`src/hdl/cobsd_pkg.sv`:
```
// Shared types and constants for the COBS stream decoder.
// No dependencies; every other file in hdl/ imports this package.
`timescale 1ns / 1ps
`default_nettype none

package cobsd_pkg;

	localparam logic [7:0] CODE_FULL = 8'hFF;
	localparam int QueueDepth = 4;
	localparam int QueueAw = $clog2(QueueDepth);

	typedef enum logic [1:0] {
		STAT_OK    = 2'd0,
		STAT_PROTO = 2'd1,
		STAT_OVER  = 2'd2
	} status_t;

	typedef struct packed {
		logic [7:0] enc_byte;
		logic       frame_end;
	} in_word_t;

	typedef struct packed {
		logic [7:0]  dec_byte;
		logic        has_byte;
		logic        frame_done;
		status_t     status;
		logic [15:0] decoded_len;
	} out_word_t;

	// Everything one encoded byte produces: an optional data byte, then an
	// optional frame close. Both share the same running length.
	typedef struct packed {
		logic        has_byte;
		logic [7:0]  dec_byte;
		logic        close;
		status_t     status;
		logic [15:0] len;
	} entry_t;

endpackage

`default_nettype wire

```
`src/hdl/cobsd_front.sv`:
```
// Front end: accepts encoded words, tracks block state and classifies each
// word into a queue entry. Depends on cobsd_pkg.
`timescale 1ns / 1ps
`default_nettype none

module cobsd_front import cobsd_pkg::*; (
	input  wire logic        clk,
	input  wire logic        arst_n,
	input  wire logic        cfg_valid,
	input  wire logic [15:0] cfg_data,
	input  wire logic        in_valid,
	input  wire in_word_t    in_data,
	input  wire logic        ent_ready,
	output logic             ent_valid,
	output entry_t           ent_data
);

	logic [15:0] capacity_q;
	logic [7:0]  block_left_q;
	logic        block_full_q;
	logic        zero_owed_q;
	logic [15:0] out_count_q;
	logic        discarding_q;

	logic [7:0]  block_left_d;
	logic        block_full_d;
	logic        zero_owed_d;
	logic [15:0] out_count_d;
	logic        discarding_d;
	logic        closed;
	entry_t      ent;

	always_comb begin
		block_left_d = block_left_q;
		block_full_d = block_full_q;
		zero_owed_d  = zero_owed_q;
		out_count_d  = out_count_q;
		discarding_d = discarding_q;
		closed       = 1'b0;
		ent          = '0;
		ent.status   = STAT_OK;

		if (discarding_q) begin
			if (in_data.frame_end) begin
				discarding_d = 1'b0;
			end
		end else if (block_left_q == 8'd0) begin
			// Code word; a pending zero from the previous block goes out first.
			if (zero_owed_q) begin
				if (out_count_q >= capacity_q) begin
					closed     = 1'b1;
					ent.status = STAT_OVER;
				end else begin
					out_count_d  = out_count_q + 16'd1;
					zero_owed_d  = 1'b0;
					ent.has_byte = 1'b1;
				end
			end
			if (!closed) begin
				if (in_data.enc_byte == 8'd0) begin
					closed     = 1'b1;
					ent.status = STAT_PROTO;
				end else begin
					block_left_d = in_data.enc_byte - 8'd1;
					block_full_d = (in_data.enc_byte == CODE_FULL);
					if (in_data.enc_byte == 8'd1) begin
						zero_owed_d = 1'b1;
					end
				end
			end
		end else begin
			if (out_count_q >= capacity_q) begin
				closed     = 1'b1;
				ent.status = STAT_OVER;
			end else begin
				out_count_d  = out_count_q + 16'd1;
				block_left_d = block_left_q - 8'd1;
				if (block_left_q == 8'd1) begin
					zero_owed_d = !block_full_q;
				end
				ent.has_byte = 1'b1;
				ent.dec_byte = in_data.enc_byte;
			end
		end

		if (!discarding_q && !closed && in_data.frame_end) begin
			closed     = 1'b1;
			ent.status = (block_left_d != 8'd0) ? STAT_PROTO : STAT_OK;
		end

		ent.close = closed;
		ent.len   = out_count_d;

		if (closed) begin
			block_left_d = 8'd0;
			block_full_d = 1'b0;
			zero_owed_d  = 1'b0;
			out_count_d  = 16'd0;
			discarding_d = (ent.status != STAT_OK) && !in_data.frame_end;
		end
	end

	assign ent_valid = in_valid && (ent.has_byte || ent.close);
	assign ent_data  = ent;

	always_ff @(posedge clk or negedge arst_n) begin
		if (!arst_n) begin
			capacity_q   <= 16'hFFFF;
			block_left_q <= 8'd0;
			block_full_q <= 1'b0;
			zero_owed_q  <= 1'b0;
			out_count_q  <= 16'd0;
			discarding_q <= 1'b0;
		end else begin
			if (cfg_valid) begin
				capacity_q <= cfg_data;
			end
			if (in_valid && ent_ready) begin
				block_left_q <= block_left_d;
				block_full_q <= block_full_d;
				zero_owed_q  <= zero_owed_d;
				out_count_q  <= out_count_d;
				discarding_q <= discarding_d;
			end
		end
	end

endmodule

`default_nettype wire

```
`src/hdl/cobsd_queue.sv`:
```
// Short first-word-fall-through queue of entries between front and back.
// Depends on cobsd_pkg.
`timescale 1ns / 1ps
`default_nettype none

module cobsd_queue import cobsd_pkg::*; (
	input  wire logic   clk,
	input  wire logic   arst_n,
	input  wire logic   push,
	input  wire entry_t push_data,
	output logic        not_full,
	input  wire logic   pop,
	output logic        not_empty,
	output entry_t      head
);

	entry_t               mem [QueueDepth];
	logic [QueueAw-1:0]   wr_ptr_q;
	logic [QueueAw-1:0]   rd_ptr_q;
	logic [QueueAw:0]     count_q;

	assign not_full  = (count_q != QueueAw'(0) + (QueueAw+1)'(QueueDepth));
	assign not_empty = (count_q != '0);
	assign head      = mem[rd_ptr_q];

	always_ff @(posedge clk) begin
		if (push && not_full) begin
			mem[wr_ptr_q] <= push_data;
		end
	end

	always_ff @(posedge clk or negedge arst_n) begin
		if (!arst_n) begin
			wr_ptr_q <= '0;
			rd_ptr_q <= '0;
			count_q  <= '0;
		end else begin
			if (push && not_full) begin
				wr_ptr_q <= wr_ptr_q + QueueAw'(1);
			end
			if (pop && not_empty) begin
				rd_ptr_q <= rd_ptr_q + QueueAw'(1);
			end
			case ({push && not_full, pop && not_empty})
				2'b10:   count_q <= count_q + (QueueAw+1)'(1);
				2'b01:   count_q <= count_q - (QueueAw+1)'(1);
				default: count_q <= count_q;
			endcase
		end
	end

endmodule

`default_nettype wire

```
`src/hdl/cobsd_back.sv`:
```
// Back end: turns each queued entry into one or two output words, the data
// byte first and the frame close second. Depends on cobsd_pkg.
`timescale 1ns / 1ps
`default_nettype none

module cobsd_back import cobsd_pkg::*; (
	input  wire logic   clk,
	input  wire logic   arst_n,
	input  wire logic   q_not_empty,
	input  wire entry_t q_head,
	output logic        q_pop,
	output logic        out_valid,
	input  wire logic   out_ready,
	output out_word_t   out_data
);

	// Set once the byte half of an entry that also closes a frame is sent.
	logic byte_sent_q;
	logic byte_part;

	assign byte_part = q_head.has_byte && !byte_sent_q;
	assign out_valid = q_not_empty;

	always_comb begin
		out_data.decoded_len = q_head.len;
		if (byte_part) begin
			out_data.dec_byte   = q_head.dec_byte;
			out_data.has_byte   = 1'b1;
			out_data.frame_done = 1'b0;
			out_data.status     = STAT_OK;
		end else begin
			out_data.dec_byte   = 8'd0;
			out_data.has_byte   = 1'b0;
			out_data.frame_done = 1'b1;
			out_data.status     = q_head.status;
		end
	end

	assign q_pop = q_not_empty && out_ready && !(byte_part && q_head.close);

	always_ff @(posedge clk or negedge arst_n) begin
		if (!arst_n) begin
			byte_sent_q <= 1'b0;
		end else if (q_not_empty && out_ready) begin
			byte_sent_q <= byte_part && q_head.close;
		end
	end

endmodule

`default_nettype wire

```
`src/hdl/cobs_stream_decoder.sv`:
```
// Top level of the COBS stream decoder: front end, entry queue, back end.
// Depends on cobsd_pkg, cobsd_front, cobsd_queue and cobsd_back.
//
//   channel   direction  handshake             payload
//   cfg       in         cfg_valid/cfg_ready   cfg_data (out_capacity)
//   in        in         in_valid/in_ready     in_data  (in_word_t)
//   out       out        out_valid/out_ready   out_data (out_word_t)
//
// One encoded word is taken per cycle whenever the four-entry queue has room;
// the front end's block and length update closes in that cycle.
// Each word yields zero, one or two output words; the back end sends one per
// cycle while out_ready is high, so a word with a byte and a close gives two words.
// Reset restores out_capacity to 65535 and starts a fresh frame.
// Output stalls back up only through the queue; cfg_ready is always high.
`timescale 1ns / 1ps
`default_nettype none

module cobs_stream_decoder import cobsd_pkg::*; (
	input  wire logic        clk,
	input  wire logic        arst_n,
	input  wire logic        cfg_valid,
	output logic             cfg_ready,
	input  wire logic [15:0] cfg_data,
	input  wire logic        in_valid,
	output logic             in_ready,
	input  wire in_word_t    in_data,
	output logic             out_valid,
	input  wire logic        out_ready,
	output out_word_t        out_data
);

	logic   ent_valid;
	entry_t ent_data;
	logic   q_not_full;
	logic   q_not_empty;
	logic   q_pop;
	entry_t q_head;

	assign cfg_ready = 1'b1;
	assign in_ready  = q_not_full;

	cobsd_front u_front (
		.clk       (clk),
		.arst_n    (arst_n),
		.cfg_valid (cfg_valid),
		.cfg_data  (cfg_data),
		.in_valid  (in_valid),
		.in_data   (in_data),
		.ent_ready (q_not_full),
		.ent_valid (ent_valid),
		.ent_data  (ent_data)
	);

	cobsd_queue u_queue (
		.clk       (clk),
		.arst_n    (arst_n),
		.push      (ent_valid),
		.push_data (ent_data),
		.not_full  (q_not_full),
		.pop       (q_pop),
		.not_empty (q_not_empty),
		.head      (q_head)
	);

	cobsd_back u_back (
		.clk         (clk),
		.arst_n      (arst_n),
		.q_not_empty (q_not_empty),
		.q_head      (q_head),
		.q_pop       (q_pop),
		.out_valid   (out_valid),
		.out_ready   (out_ready),
		.out_data    (out_data)
	);

endmodule

`default_nettype wire
```
`config.mk`:
```
export PLATFORM = sky130hd
export DESIGN_NAME = cobs_stream_decoder
export DESIGN_NICKNAME = d
export VERILOG_FILES = /design/src/hdl/cobsd_pkg.sv /design/src/hdl/cobsd_front.sv /design/src/hdl/cobsd_queue.sv /design/src/hdl/cobsd_back.sv /design/src/hdl/cobs_stream_decoder.sv
export SDC_FILE = /design/constraint.sdc
export NUM_CORES = 1
export LEC_CHECK = 0
export BUFFER_PORTS_ARGS = -buffer_cell sky130_fd_sc_hd__clkbuf_2
export CORE_MARGIN = 2
export CORE_UTILIZATION = 40
export CTS_CLUSTER_SIZE = 10
export DETAILED_ROUTE_END_ITERATION = 8
export HOLD_SLACK_MARGIN = 0.06
export PLACE_DENSITY_LB_ADDON = 0.15
export SETUP_SLACK_MARGIN = 0.3
export SLEW_MARGIN = 20
export SYNTH_ARGS = -nofsm -noshare
export SYNTH_HDL_FRONTEND = slang
export SYNTH_SLANG_ARGS = --single-unit
export TNS_END_PERCENT = 20
```
`constraint.sdc`:
```
create_clock -name clk -period 4 [get_ports clk]
set_input_delay 0.8 -clock clk [delete_from_list [all_inputs] [get_ports clk]]
set_output_delay 0.8 -clock clk [all_outputs]
set_load 0.005 [all_outputs]
```
* Word level (Yosys, flattened, before mapping)
Memory sizes are Yosys's and may differ from the RTL's. Cells that the tools add are included.
Storage, ports and cells: flip-flop bits (word level) 51, memory bits (writable) 112, bits of input ports 30, output and inout port bits 31, logic and storage cells 111, memories kept 1
Memories:
- u_queue.mem | depth 4, bits a word 28, rd ports 1, clocked after Yosys merged registers in 0, write ports 1, RTL line cobsd_queue.sv:17 | entry_t mem [QueueDepth];
Operators by class: $add $sub $neg 7, order comparisons 1, eq/ne operators 10, muxes and demuxes 54, reductions and logical operators 28
Operators by type and width (number):
- 16-bit two-way mux | 5
- 8-bit two-way mux | 7
- 1-bit two-way mux | 31
- 9-bit two-way mux | 2
- 16-bit by 1-bit adder with 16-bit output, second input constant | 1
- 8-bit by 1-bit equality test with 1-bit output, second input constant | 2
- 16-bit >= comparator | 1
- 8-bit zero test | 2
- 8-bit by 1-bit subtractor with 8-bit output, second input constant | 2
- 2-bit two-way mux | 7
- 12-bit two-way mux | 1
- 1-bit logical AND | 11
- 8-bit equality test, second input constant | 1
- 8-bit nonzero test | 1
- 1-bit zero test | 6
- 3-bit one-hot mux with 2 select lines | 1
- 2-bit nonzero test | 3
- 3-bit nonzero test | 2
- 5-bit AND reduction | 1
- 2-bit by 1-bit adder with 2-bit output, second input constant | 2
- 2-bit by 1-bit inequality test with 1-bit output, second input constant | 2
- 4-bit AND reduction | 1
- 3-bit by 1-bit adder with 3-bit output, second input constant | 1
- 3-bit by 1-bit inequality test with 1-bit output, second input constant | 1
- 6 further kinds | 6

* Longest topological paths before layout
Gate-level depths: netlist of run 1.
depth in word-level cells 17, mapped depth 13, gate-level depth less buffers 13

* Modules after synthesis
From an unflattened synthesis of run 1, not the netlist that was laid out.
Unflattened totals: cell total of the unflattened synthesis 628, area, all modules 8130.3 µm²
Modules (own cells, without submodules):
- cobsd_queue | instances 1, cells each 183, area each 4456.8 µm², sequential area each 3538.4 µm²
- cobsd_front | instances 1, cells each 407, area each 3373.2 µm², sequential area each 1096.1 µm²
- cobsd_back | instances 1, cells each 36, area each 289.0 µm², sequential area each 25.0 µm²
- cobs_stream_decoder | instances 1, cells each 2, area each 11.3 µm², sequential area each 0.0 µm²

* Worst setup path after synthesis of run 1
OpenSTA, ideal clock, no wires.
path type register to output, start register u_queue.rd_ptr_q[0], end output out_data[16] (netlist bit), arrival time 2.172 ns, data required time 3.200 ns, setup slack 1.028 ns, cell stages (with the launch flop) 5, buffers on the path 2, cell sequence dfrtp_1 buf_1 buf_1 mux4_2 and2_1
RTL lines:
- from (decl) | RTL line cobsd_queue.sv:19 | logic [QueueAw-1:0] rd_ptr_q;
- from (signal assigned) | RTL line cobsd_queue.sv:42 | rd_ptr_q <= rd_ptr_q + QueueAw'(1);
- to (decl) | RTL line cobs_stream_decoder.sv:29 | output out_word_t out_data

==> results.ini, run 1 <==
[grt]
grt_pass1_vias=5072
grt_pass1_wl_mm=27.57
grt_start_max_net_pins=32
global_route.overflow_total=0
grt.total_usage_pct=17.84
initial_antenna_violation_count=0

[timing]
worst_clock_skew_ps=18.18
worst_pin_slew_ps=853.8
total_setup_violations_reported_at_the_end_of_the_flow=0
report.final.hold_viol_count=0
setup_tns_ps=0
relSlewSlack_pct=43.08
max_freq_mhz=293.2
finalCritPeriodShare_pct=85.25
timing_max_transition_violations_final=0
unrepaired_setup_endpoints_after_global_routing=false
finalWorstPathRequiredPeriod_ps=3410
layout_setup_ws_ps=589.8

[clocking]
clock-sinks=163
clock_latency_ps=430
root_buffer_selected_by_cts=sky130_fd_sc_hd__clkbuf_16
htree_num_levels=4
cts_inserted_buffers=17
cts.path.max_buffers=2
cts_tree=done
postCtsSetupRepairBufs=0
clock_pin_slew_on_the_worst_setup_and_hold_paths_ps=70

[final_layout]
layout-drive-gt1-share_pct=24.85
layout.nets=723
synthToLayoutAreaGrowth_pct=15.28
stdcell_count=941
insertedDiodeCount=0
mostFrequentLayoutCell=sky130_fd_sc_hd__edfxtp_1
multiInputGateArea_um2=2864
final_area_um2=8989
filler_cell_count=1746
final_cell_mix=sky130_fd_sc_hd__edfxtp_1 (112), sky130_fd_sc_hd__clkbuf_2 (59), sky130_fd_sc_hd__inv_1 (44), sky130_fd_sc_hd__nand2_1 (43), sky130_fd_sc_hd__o21ai_0 (38)
sequential_cell_area_um2=4661

[worst_setup_path]
path_class=reg -> reg
crit_path_cell_trace=inv_1, ha_1, a21oi_1, nand2_1, a211oi_2, o211ai_2, or4_1, nor3_1, xor2_1
crit_path_start_kind=flip-flop
critical_path_endpoint_category=flip-flop
worstPathMaxFanout=10
cp.arrival_ps=3620
critical_path.n_buffers_inverters=1
cell_family_contributing_the_most_delay_on_the_critical_path=simple AND/OR/NAND/NOR gates
timing.critical_path.required_ps=4200
critical_path.slowest_cell=sky130_fd_sc_hd__or4_1
timing.critical_path.slowest_cell_delay_ps=620

[synth]
mappedNetlistArea_um2=7797
synthDominantCellAreaShare_pct=43.13
sequential_element_share_of_the_synthesized_area_pct=59.76
dominantRegCellSynth=sky130_fd_sc_hd__edfxtp_1
postSynthRegisterBits=163
ys.warnings.count=0
yosys-top-cells-area=sky130_fd_sc_hd__edfxtp_1 (43%), sky130_fd_sc_hd__dfrtp_1 (11%), sky130_fd_sc_hd__mux4_2 (8.1%), sky130_fd_sc_hd__dfstp_2 (5.4%), sky130_fd_sc_hd__ha_1 (4.5%)
synth_area_per_cell_um2=13.17
unique_cell_type_count_in_the_yosys_netlist=65
async_reset_ff_share_pct=31.29
synthCells=592
count_of_flip_flops_with_a_built_in_enable_after_synthesis=112
synth.net_count=651
synth_largest_area_cell=sky130_fd_sc_hd__edfxtp_1

[floorplanning]
die_h_um=143.6
placeableCoreArea_um2=19270
die-area_um2=20630
floorplan.rows=51
die_width_um=143.6
start_util_pct=40.46
boundaryPins=61

[placed_design]
globalplace.congestion=0.8759
postPlaceCellArea_um2=8449
port_buffers=59
dp_hpwl_mm=12.04
placedCellCount=910
dp_slack_ps=488.5

[route]
antenna_left=0
drc_violation_count_after_routing=0
vias=5005
wire_per_inst_um=18.25
first_pass_iters=4
totalWireLength_mm=17.17
avgViaCountPerCell=5.319
drt-initial-drc-count=372

[pwr]
powerDensity_nw_per_um2=686.5
power_leakage_nw=3.496
peakVddDrop_mv=0.3331

[run]
maxCapViolCount=0

[min_path]
worstHoldPathType=in -> async

[status]
status=finished, final reports clean

area by class of cell:
| cell class | count | area share [%] |
|---|---|---|
| sequential | 163 | 51.85 |
| multi-input combinational | 360 | 31.86 |
| timing repair buffer | 78 | 4.872 |
| clock buffer | 18 | 4.775 |
| tap | 265 | 3.689 |
| inverter | 44 | 1.837 |
| clock inverter | 13 | 1.114 |
report_power, final:
part           switching, W  total (W)  internal [W]
registers          0.000208    0.00249       0.00228
clock network      0.000687    0.00149      0.000798
logic               0.00125    0.00220      0.000944
path summary, 6_finish.rpt:
kind,start,endpoint,slack [ps],depth (start not counted)
max reg2reg,u_front.capacity_q[14],u_queue.mem[3][6],590,9
min,arst_n,u_queue.rd_ptr_q[1],480,1
min in group clk,u_queue.count_q[2],u_queue.count_q[2],490,1
min reg2reg,u_queue.count_q[2],u_queue.count_q[2],490,1
max in group asynchronous,arst_n,u_front.capacity_q[4],2640,2
max,u_front.capacity_q[14],u_queue.mem[3][6],590,9
metrics by stage:
step	hold slack, ps	total power (W)	util (%)
global route	521.0	0.006578	46.64
finish	475.9	0.006171	46.64
floorplan	454.0	0.003990	-
CTS	489.1	0.006239	46.59
global placement	475.2	0.004726	43.85
detailed placement	480.7	0.004744	43.85
cell families (layout without fill, tap and decap cells):
| family | after synthesis | in the layout | synth area share, % |
|---|---|---|---|
| xor+xnor | 28 | 28 | 3.145 |
| mux | 32 | 32 | 8.649 |
| simple gates | 157 | 157 | 10.67 |
| fa+ha+maj | 29 | 29 | 4.750 |
| flops | 163 | 163 | 59.76 |
| other cells | 1 | 1 | 0.04809 |
| compound gates | 113 | 113 | 9.339 |
| buf+inv | 69 | 153 | 3.642 |
Yosys cell counts (6+ instances only):
cell type / number
sky130_fd_sc_hd__edfxtp_1: 112
sky130_fd_sc_hd__a22o_1: 10
sky130_fd_sc_hd__and2_1: 8
sky130_fd_sc_hd__nor2_1: 24
sky130_fd_sc_hd__or3_1: 11
sky130_fd_sc_hd__a21oi_1: 26
sky130_fd_sc_hd__nor3_1: 9
sky130_fd_sc_hd__inv_1: 44
sky130_fd_sc_hd__nand3_1: 12
sky130_fd_sc_hd__and3_1: 14
sky130_fd_sc_hd__nor2b_1: 9
sky130_fd_sc_hd__ha_1: 28
sky130_fd_sc_hd__nand2_1: 43
sky130_fd_sc_hd__clkbuf_1: 14
sky130_fd_sc_hd__mux4_2: 28
sky130_fd_sc_hd__dfstp_2: 16
sky130_fd_sc_hd__xor2_1: 10
sky130_fd_sc_hd__o21ai_0: 39
sky130_fd_sc_hd__dfrtp_1: 35
sky130_fd_sc_hd__a211oi_1: 6
sky130_fd_sc_hd__xnor2_1: 18
state kept, by name, indices dropped and copies added (netlist names):
register	flops
u_queue.wr_ptr_q	2
u_front.zero_owed_q	1
u_front.block_left_q	8
u_front.discarding_q	1
u_front.block_full_q	1
u_front.capacity_q	16
u_back.byte_sent_q	1
u_queue.mem	112
u_front.out_count_q	16
u_queue.rd_ptr_q	2
u_queue.count_q	3
metal layers:
layer	track usage, %	routed length, um
met1	24.58	8042
met2	28.45	8146
met3	3.632	679
met4	5.831	304
met5	0	0
timing repair:
item | CTS | global route
gates resized for setup | 0 | 3
endpoints found under the setup margin | 0 | 20
hold buffers | 0 | 0
(Power assumes the default switching activity.)
==> inputs of run 2 (changes only) <==
--- a/config.mk
+++ b/config.mk
@@ -6,7 +6,6 @@
 export NUM_CORES = 1
 export LEC_CHECK = 0
 export BUFFER_PORTS_ARGS = -buffer_cell sky130_fd_sc_hd__clkbuf_2
-export CORE_MARGIN = 2
 export CORE_UTILIZATION = 40
 export CTS_CLUSTER_SIZE = 10
 export DETAILED_ROUTE_END_ITERATION = 8
==> run 2 against run 1 <==
Worst setup slack got worse by 84 ps. Via count increased by 1.3%. Critical endpoint is now u_queue.mem[1][11]. Register-to-register slack got worse by 80 ps. Final cell count decreased by 0.53%. Global-route usage increased by 0.59 points. Hold slack improved by 19 ps. Fmax decreased by 2.4%. Sequential cell count unchanged. Non-clock buffer count decreased by 1. Core utilization increased by 1.0 points. Largest cell class unchanged. Critical path type unchanged. Count of clock-buffer cells in the layout increased by 1.
==> results.ini, run 2 (same netlist as run 1, synthesis figures left out) <==
[timing]
max_freq_mhz=286.2
timing_max_transition_violations_final=0
worst_clock_skew_ps=18.68
worst_pin_slew_ps=944.5
finalCritPeriodShare_pct=87.35
finalWorstPathRequiredPeriod_ps=3494
total_setup_violations_reported_at_the_end_of_the_flow=0
relSlewSlack_pct=37.03
layout_setup_ws_ps=505.9
report.final.hold_viol_count=0
unrepaired_setup_endpoints_after_global_routing=true
setup_tns_ps=0
fin_worst_hold_slack_ps=495.4

[route]
wire_per_inst_um=18.44
drc_violation_count_after_routing=0
first_pass_iters=5
avgViaCountPerCell=5.416
antenna_left=0
drt-initial-drc-count=440
vias=5069
totalWireLength_mm=17.26

[final_layout]
reg_with_most_ffs=u_queue.mem
filler_cell_count=1712
synthToLayoutAreaGrowth_pct=15.45
final_area_um2=9002
layout.nets=722
layout-drive-gt1-share_pct=24.85
largest_register_ffs=112
top_regs=u_queue.mem: 112 flops, u_front.capacity_q: 16 flops, u_front.out_count_q: 16 flops
final_cell_mix=sky130_fd_sc_hd__edfxtp_1 (112), sky130_fd_sc_hd__clkbuf_2 (59), sky130_fd_sc_hd__inv_1 (44), sky130_fd_sc_hd__nand2_1 (43), sky130_fd_sc_hd__o21ai_0 (39)
mostFrequentLayoutCell=sky130_fd_sc_hd__edfxtp_1
insertedDiodeCount=0

[clocking]
root_buffer_selected_by_cts=sky130_fd_sc_hd__clkbuf_16
htree_num_levels=4
clock_latency_ps=430
post_cts_hold_buffer_count=0
clock_pin_slew_on_the_worst_setup_and_hold_paths_ps=70
cts_inserted_buffers=17
cts.path.max_buffers=2
clock-sinks=163
cts_tree=done

[floorplanning]
boundaryPins=61
die_h_um=141.6
start_util_pct=41.27
die-area_um2=20060
floorplan.rows=50
die_width_um=141.6
placeableCoreArea_um2=18890

[min_path]
hold-path-cell-count=2
worstHoldPathType=reg -> reg
min_from=u_back.byte_sent_q
hold-path-endpoint=u_back.byte_sent_q

[worst_setup_path]
crit_path_cell_trace=inv_1, ha_1, a21oi_1, nand2_1, a211oi_2, o211ai_2, nor4_2, nand3_1, xnor2_1
crit_path_start_kind=flip-flop
timing.critical_path.slowest_cell_delay_ps=730
timing.critical_path.required_ps=4210
critical_path_endpoint_category=flip-flop
worstReg2RegEnd=u_queue.mem[1][11]
cp.arrival_ps=3700
ff2ff_setup_slack_ps=510
worst_r2r_startpoint=u_front.capacity_q[14]
reg2reg_depth=9
worstPathMaxFanout=10
critical_path.slowest_cell=sky130_fd_sc_hd__nor4_2
path_class=reg -> reg

[placed_design]
postPlaceCellArea_um2=8436
port_buffers=59
dp_hpwl_mm=12.13
dp_slack_ps=213.5
globalplace.congestion=0.8392

[status]
status=finished, final reports clean

[pwr]
peakVddDrop_mv=0.3677
powerDensity_nw_per_um2=693.4
power_leakage_nw=3.511

[grt]
grt_pass1_vias=5109
grt_start_max_net_pins=35
initial_antenna_violation_count=0
grt.total_usage_pct=18.43
grt_pass1_wl_mm=27.77
global_route.overflow_total=0

[run]
maxCapViolCount=0

-- run 2: critical path, delay by kind of cell (launching register included) --
kind	cells	cell delay [ps]
XOR/XNOR	1	380
flip-flops	1	520
buffers and inverters	1	50
adder cells (fa/ha/maj)	1	310
AO/OA/AOI/OAI	3	940
AND/OR/NAND/NOR	3	1060
-- run 2: layout make-up --
| type | instances | area [um2] | area share, % |
|---|---|---|---|
| tap | 260 | 325.3 | 3.614 |
| inverter | 44 | 165.2 | 1.835 |
| sequential | 163 | 4661 | 51.77 |
| clock inverter | 13 | 126.4 | 1.404 |
| clock buffer | 19 | 432.9 | 4.809 |
| timing repair buffer | 77 | 430.4 | 4.781 |
| multi-input combinational | 360 | 2861 | 31.79 |
-- run 2: timing repair --
action,in CTS,in global routing
gates resized for setup,1,2
endpoints found under the hold margin,0,0
gates cloned,0,0
endpoints found under the setup margin,4,8
setup buffers,0,0
-- run 2: power breakdown --
part           internal (W)  leakage (nW)  switching, W  total (W)
combinational      0.000954          1.57       0.00124    0.00219
clock              0.000866         0.268      0.000689    0.00155
sequential          0.00228          1.67      0.000213    0.00250
total               0.00410          3.51       0.00214    0.00624
-- run 2: worst max-delay path by stage --
stage | from | endpoint | slack [ps] | cells past startpoint
5_1_grt | u_front.capacity_q[9] | u_queue.mem[3][11] | 250 | 9
3_5_place_dp | u_front.capacity_q[2] | u_queue.mem[1][16] | 210 | 10
4_1_cts | u_front.capacity_q[9] | u_queue.mem[3][16] | 310 | 10
2_1_floorplan | u_queue.rd_ptr_q[0] | out_data[16] | 1030 | 4
6_report | u_front.capacity_q[14] | u_queue.mem[1][11] | 510 | 9
3_3_place_gp | u_front.capacity_q[9] | u_queue.mem[0][16] | 190 | 10
-- run 2: per-layer routing --
metal  wire (um)  vias up  GRT usage (%)
li1            -     2343              -
met1        8272     2557          25.79
met2        7995      145          28.93
met3         730       24          3.544
met4         260        0          6.055
met5           0        -              0
-- run 2: stage by stage --
step                      cells  util (%)  power (W)
after floorplan             592         -   0.003990
after global placement      904     44.65   0.004706
after detailed placement    904     44.65   0.004741
after CTS                   936     47.62   0.006300
after global routing        936     47.65   0.006628
final                       936     47.65   0.006242
==> inputs of run 3 (changes only) <==
--- a/config.mk
+++ b/config.mk
@@ -6,11 +6,12 @@
 export NUM_CORES = 1
 export LEC_CHECK = 0
 export BUFFER_PORTS_ARGS = -buffer_cell sky130_fd_sc_hd__clkbuf_2
-export CORE_UTILIZATION = 40
+export CORE_UTILIZATION = 33
 export CTS_CLUSTER_SIZE = 10
 export DETAILED_ROUTE_END_ITERATION = 8
 export HOLD_SLACK_MARGIN = 0.06
 export PLACE_DENSITY_LB_ADDON = 0.15
+export REMOVE_ABC_BUFFERS = 1
 export SETUP_SLACK_MARGIN = 0.3
 export SLEW_MARGIN = 20
 export SYNTH_ARGS = -nofsm -noshare
==> run 3 against run 2 <==
Non-clock buffer count is 1 lower. Critical endpoint is now u_queue.mem[3][16]. Sequential power hardly changed. Hold slack worse by 9.6 ps. Clock skew is 6.9 ps lower. Count of clock-buffer cells in the layout is 2 lower. Global-route usage is 3.0 points lower. Final cell count is 5.6% higher. Critical path depth is 2 higher. Sequential cell count stayed put. Sequential share of layout area is 0.55 points lower. Total power is 1.2% higher.
==> results.ini, run 3 (same netlist as run 1, synthesis figures left out) <==
[status]
status=finished, final reports clean

[placed_design]
port_buffers=59
dp_hpwl_mm=12.41
globalplace.congestion=0.8466

[worst_setup_path]
critical_path.slowest_cell=sky130_fd_sc_hd__dfstp_2
critical_path.most_common_cell=sky130_fd_sc_hd__a21oi_1
path_class=reg -> reg
timing.critical_path.slowest_cell_delay_ps=520
timing.critical_path.required_ps=4140
reg2reg_depth=11
cp.arrival_ps=3570
critical_path_endpoint_category=flip-flop
crit_path_start_kind=flip-flop
worstPathMaxFanout=7
crit_path_cell_trace=inv_1, ha_1, a21oi_1, nand2_1, a211oi_2, o21ai_0, buf_4, a211oi_1, o22ai_1, nor4_1, a21oi_1

[route]
totalWireLength_mm=17.45
drc_violation_count_after_routing=0
first_pass_iters=5
drt-initial-drc-count=342
antenna_left=0
vias=4964
wire_per_inst_um=17.66
avgViaCountPerCell=5.024

[timing]
worst_pin_slew_ps=894.5
report.final.hold_viol_count=0
setup_tns_ps=0
max_freq_mhz=291.2
timing_max_transition_violations_final=0
relSlewSlack_pct=40.36
unrepaired_setup_endpoints_after_global_routing=false
finalWorstPathRequiredPeriod_ps=3435
worst_clock_skew_ps=11.76
finalCritPeriodShare_pct=85.86
total_setup_violations_reported_at_the_end_of_the_flow=0

[pwr]
power.combinational.fraction_pct=34.6
clockPowerShare_pct=25.9
power_leakage_nw=3.534
p_int_w=0.004116
swShare_pct=34.86
total_switching_power_w=0.002203
powerDensity_nw_per_um2=694.4
sequentialPowerShare_pct=39.4
finalPower_w=0.006318
peakVddDrop_mv=0.2902

[clocking]
cts_inserted_buffers=17
root_buffer_selected_by_cts=sky130_fd_sc_hd__clkbuf_16
clock_pin_slew_on_the_worst_setup_and_hold_paths_ps=70
clock-sinks=163
clock_latency_ps=430
htree_num_levels=4
cts.path.max_buffers=2
cts_tree=done

[final_layout]
layout.nets=721
insertedDiodeCount=0
synthToLayoutAreaGrowth_pct=16.69
largest_register_ffs=112
final_cell_mix=sky130_fd_sc_hd__edfxtp_1 (112), sky130_fd_sc_hd__clkbuf_2 (58), sky130_fd_sc_hd__inv_1 (44), sky130_fd_sc_hd__nand2_1 (43), sky130_fd_sc_hd__o21ai_0 (39)
multiInputGateArea_um2=2855
mostFrequentLayoutCell=sky130_fd_sc_hd__edfxtp_1
layout-drive-gt1-share_pct=25.04
sequential_cell_area_um2=4661
top_regs=u_queue.mem: 112 flops, u_front.capacity_q: 16 flops, u_front.out_count_q: 16 flops
filler_cell_count=2190
reg_with_most_ffs=u_queue.mem

[grt]
grt_pass1_vias=5055
initial_antenna_violation_count=0
global_route.overflow_total=0
grt.total_usage_pct=15.43
grt_pass1_wl_mm=28.06
grt_start_max_net_pins=37

[floorplanning]
floorplan.rows=55
start_util_pct=34.03
placeableCoreArea_um2=22920
die_width_um=155.7
die_h_um=155.7
die-area_um2=24250
boundaryPins=61

[min_path]
worstHoldPathType=in -> async

[run]
maxCapViolCount=0

-- run 3: power by group through the flow --
stage	Clock (W)	Sequential (W)	Combinational [W]
finish	0.00164	0.00249	0.00219
floorplan	0	0.00254	0.00138
detailed placement	0	0.00252	0.00223
CTS	0.00169	0.00249	0.00224
global route	0.00175	0.00253	0.00244
global placement	0	0.00251	0.00221
-- run 3: timing repair --
| item | CTS | global route |
|---|---|---|
| setup endpoints to repair | 0 | 4 |
| buffers inserted | 0 | 0 |
| resized for setup | 0 | 1 |
| hold buffers | 0 | 0 |
-- run 3: critical path: cells and delay by family, from the launching register on --
kind	cells	cell delay, ps
DFF	1	520
and+or+nand+nor	2	300
buffers and inverters	2	350
adders and majority gates	1	300
AOI/OAI and AO/OA	6	1670
-- run 3: layout make-up --
| class | count | area share [%] |
|---|---|---|
| Sequential cell | 163 | 51.22 |
| Multi-Input combinational cell | 360 | 31.38 |
| Clock buffer | 17 | 4.675 |
| Timing Repair Buffer | 76 | 4.648 |
| Tap cell | 313 | 4.304 |
| Clock inverter | 15 | 1.953 |
| Inverter | 44 | 1.815 |
-- run 3: path summary, 6_finish.rpt --
check                                       start                     to  slack, ps
max in group asynchronous                  arst_n  u_front.capacity_q[2]       2700
min in group clk               u_queue.count_q[2]     u_queue.count_q[2]        490
min                                        arst_n   u_front.block_full_q        490
max                        u_front.capacity_q[14]     u_queue.mem[3][16]        570
min reg2reg                    u_queue.count_q[2]     u_queue.count_q[2]        490
max reg2reg                u_front.capacity_q[14]     u_queue.mem[3][16]        570
-- run 3: routing by layer --
| metal | vias up | track usage [%] | routed length, um |
|---|---|---|---|
| li1 | 2349 | - | - |
| met1 | 2479 | 20.78 | 8217 |
| met2 | 115 | 24.73 | 8355 |
| met3 | 21 | 2.722 | 558 |
| met4 | 0 | 6.162 | 320 |
| met5 | - | 0 | 0 |
-- run 3: per-stage QoR --
step | setup WS [ps] | utilization, % | instance area (um2) | hold slack [ps] | std cells
2_1_floorplan | 337.6 | - | 7679 | 454.0 | 567
3_3_place_gp | 566.8 | 37.07 | 8494 | 477.4 | 956
3_5_place_dp | 482.0 | 37.07 | 8494 | 481.5 | 956
4_1_cts | 450.9 | 39.70 | 9097 | 496.4 | 988
5_1_grt | 300.7 | 39.71 | 9099 | 506.6 | 988
6_report | 565.4 | 39.71 | 9099 | 485.8 | 988
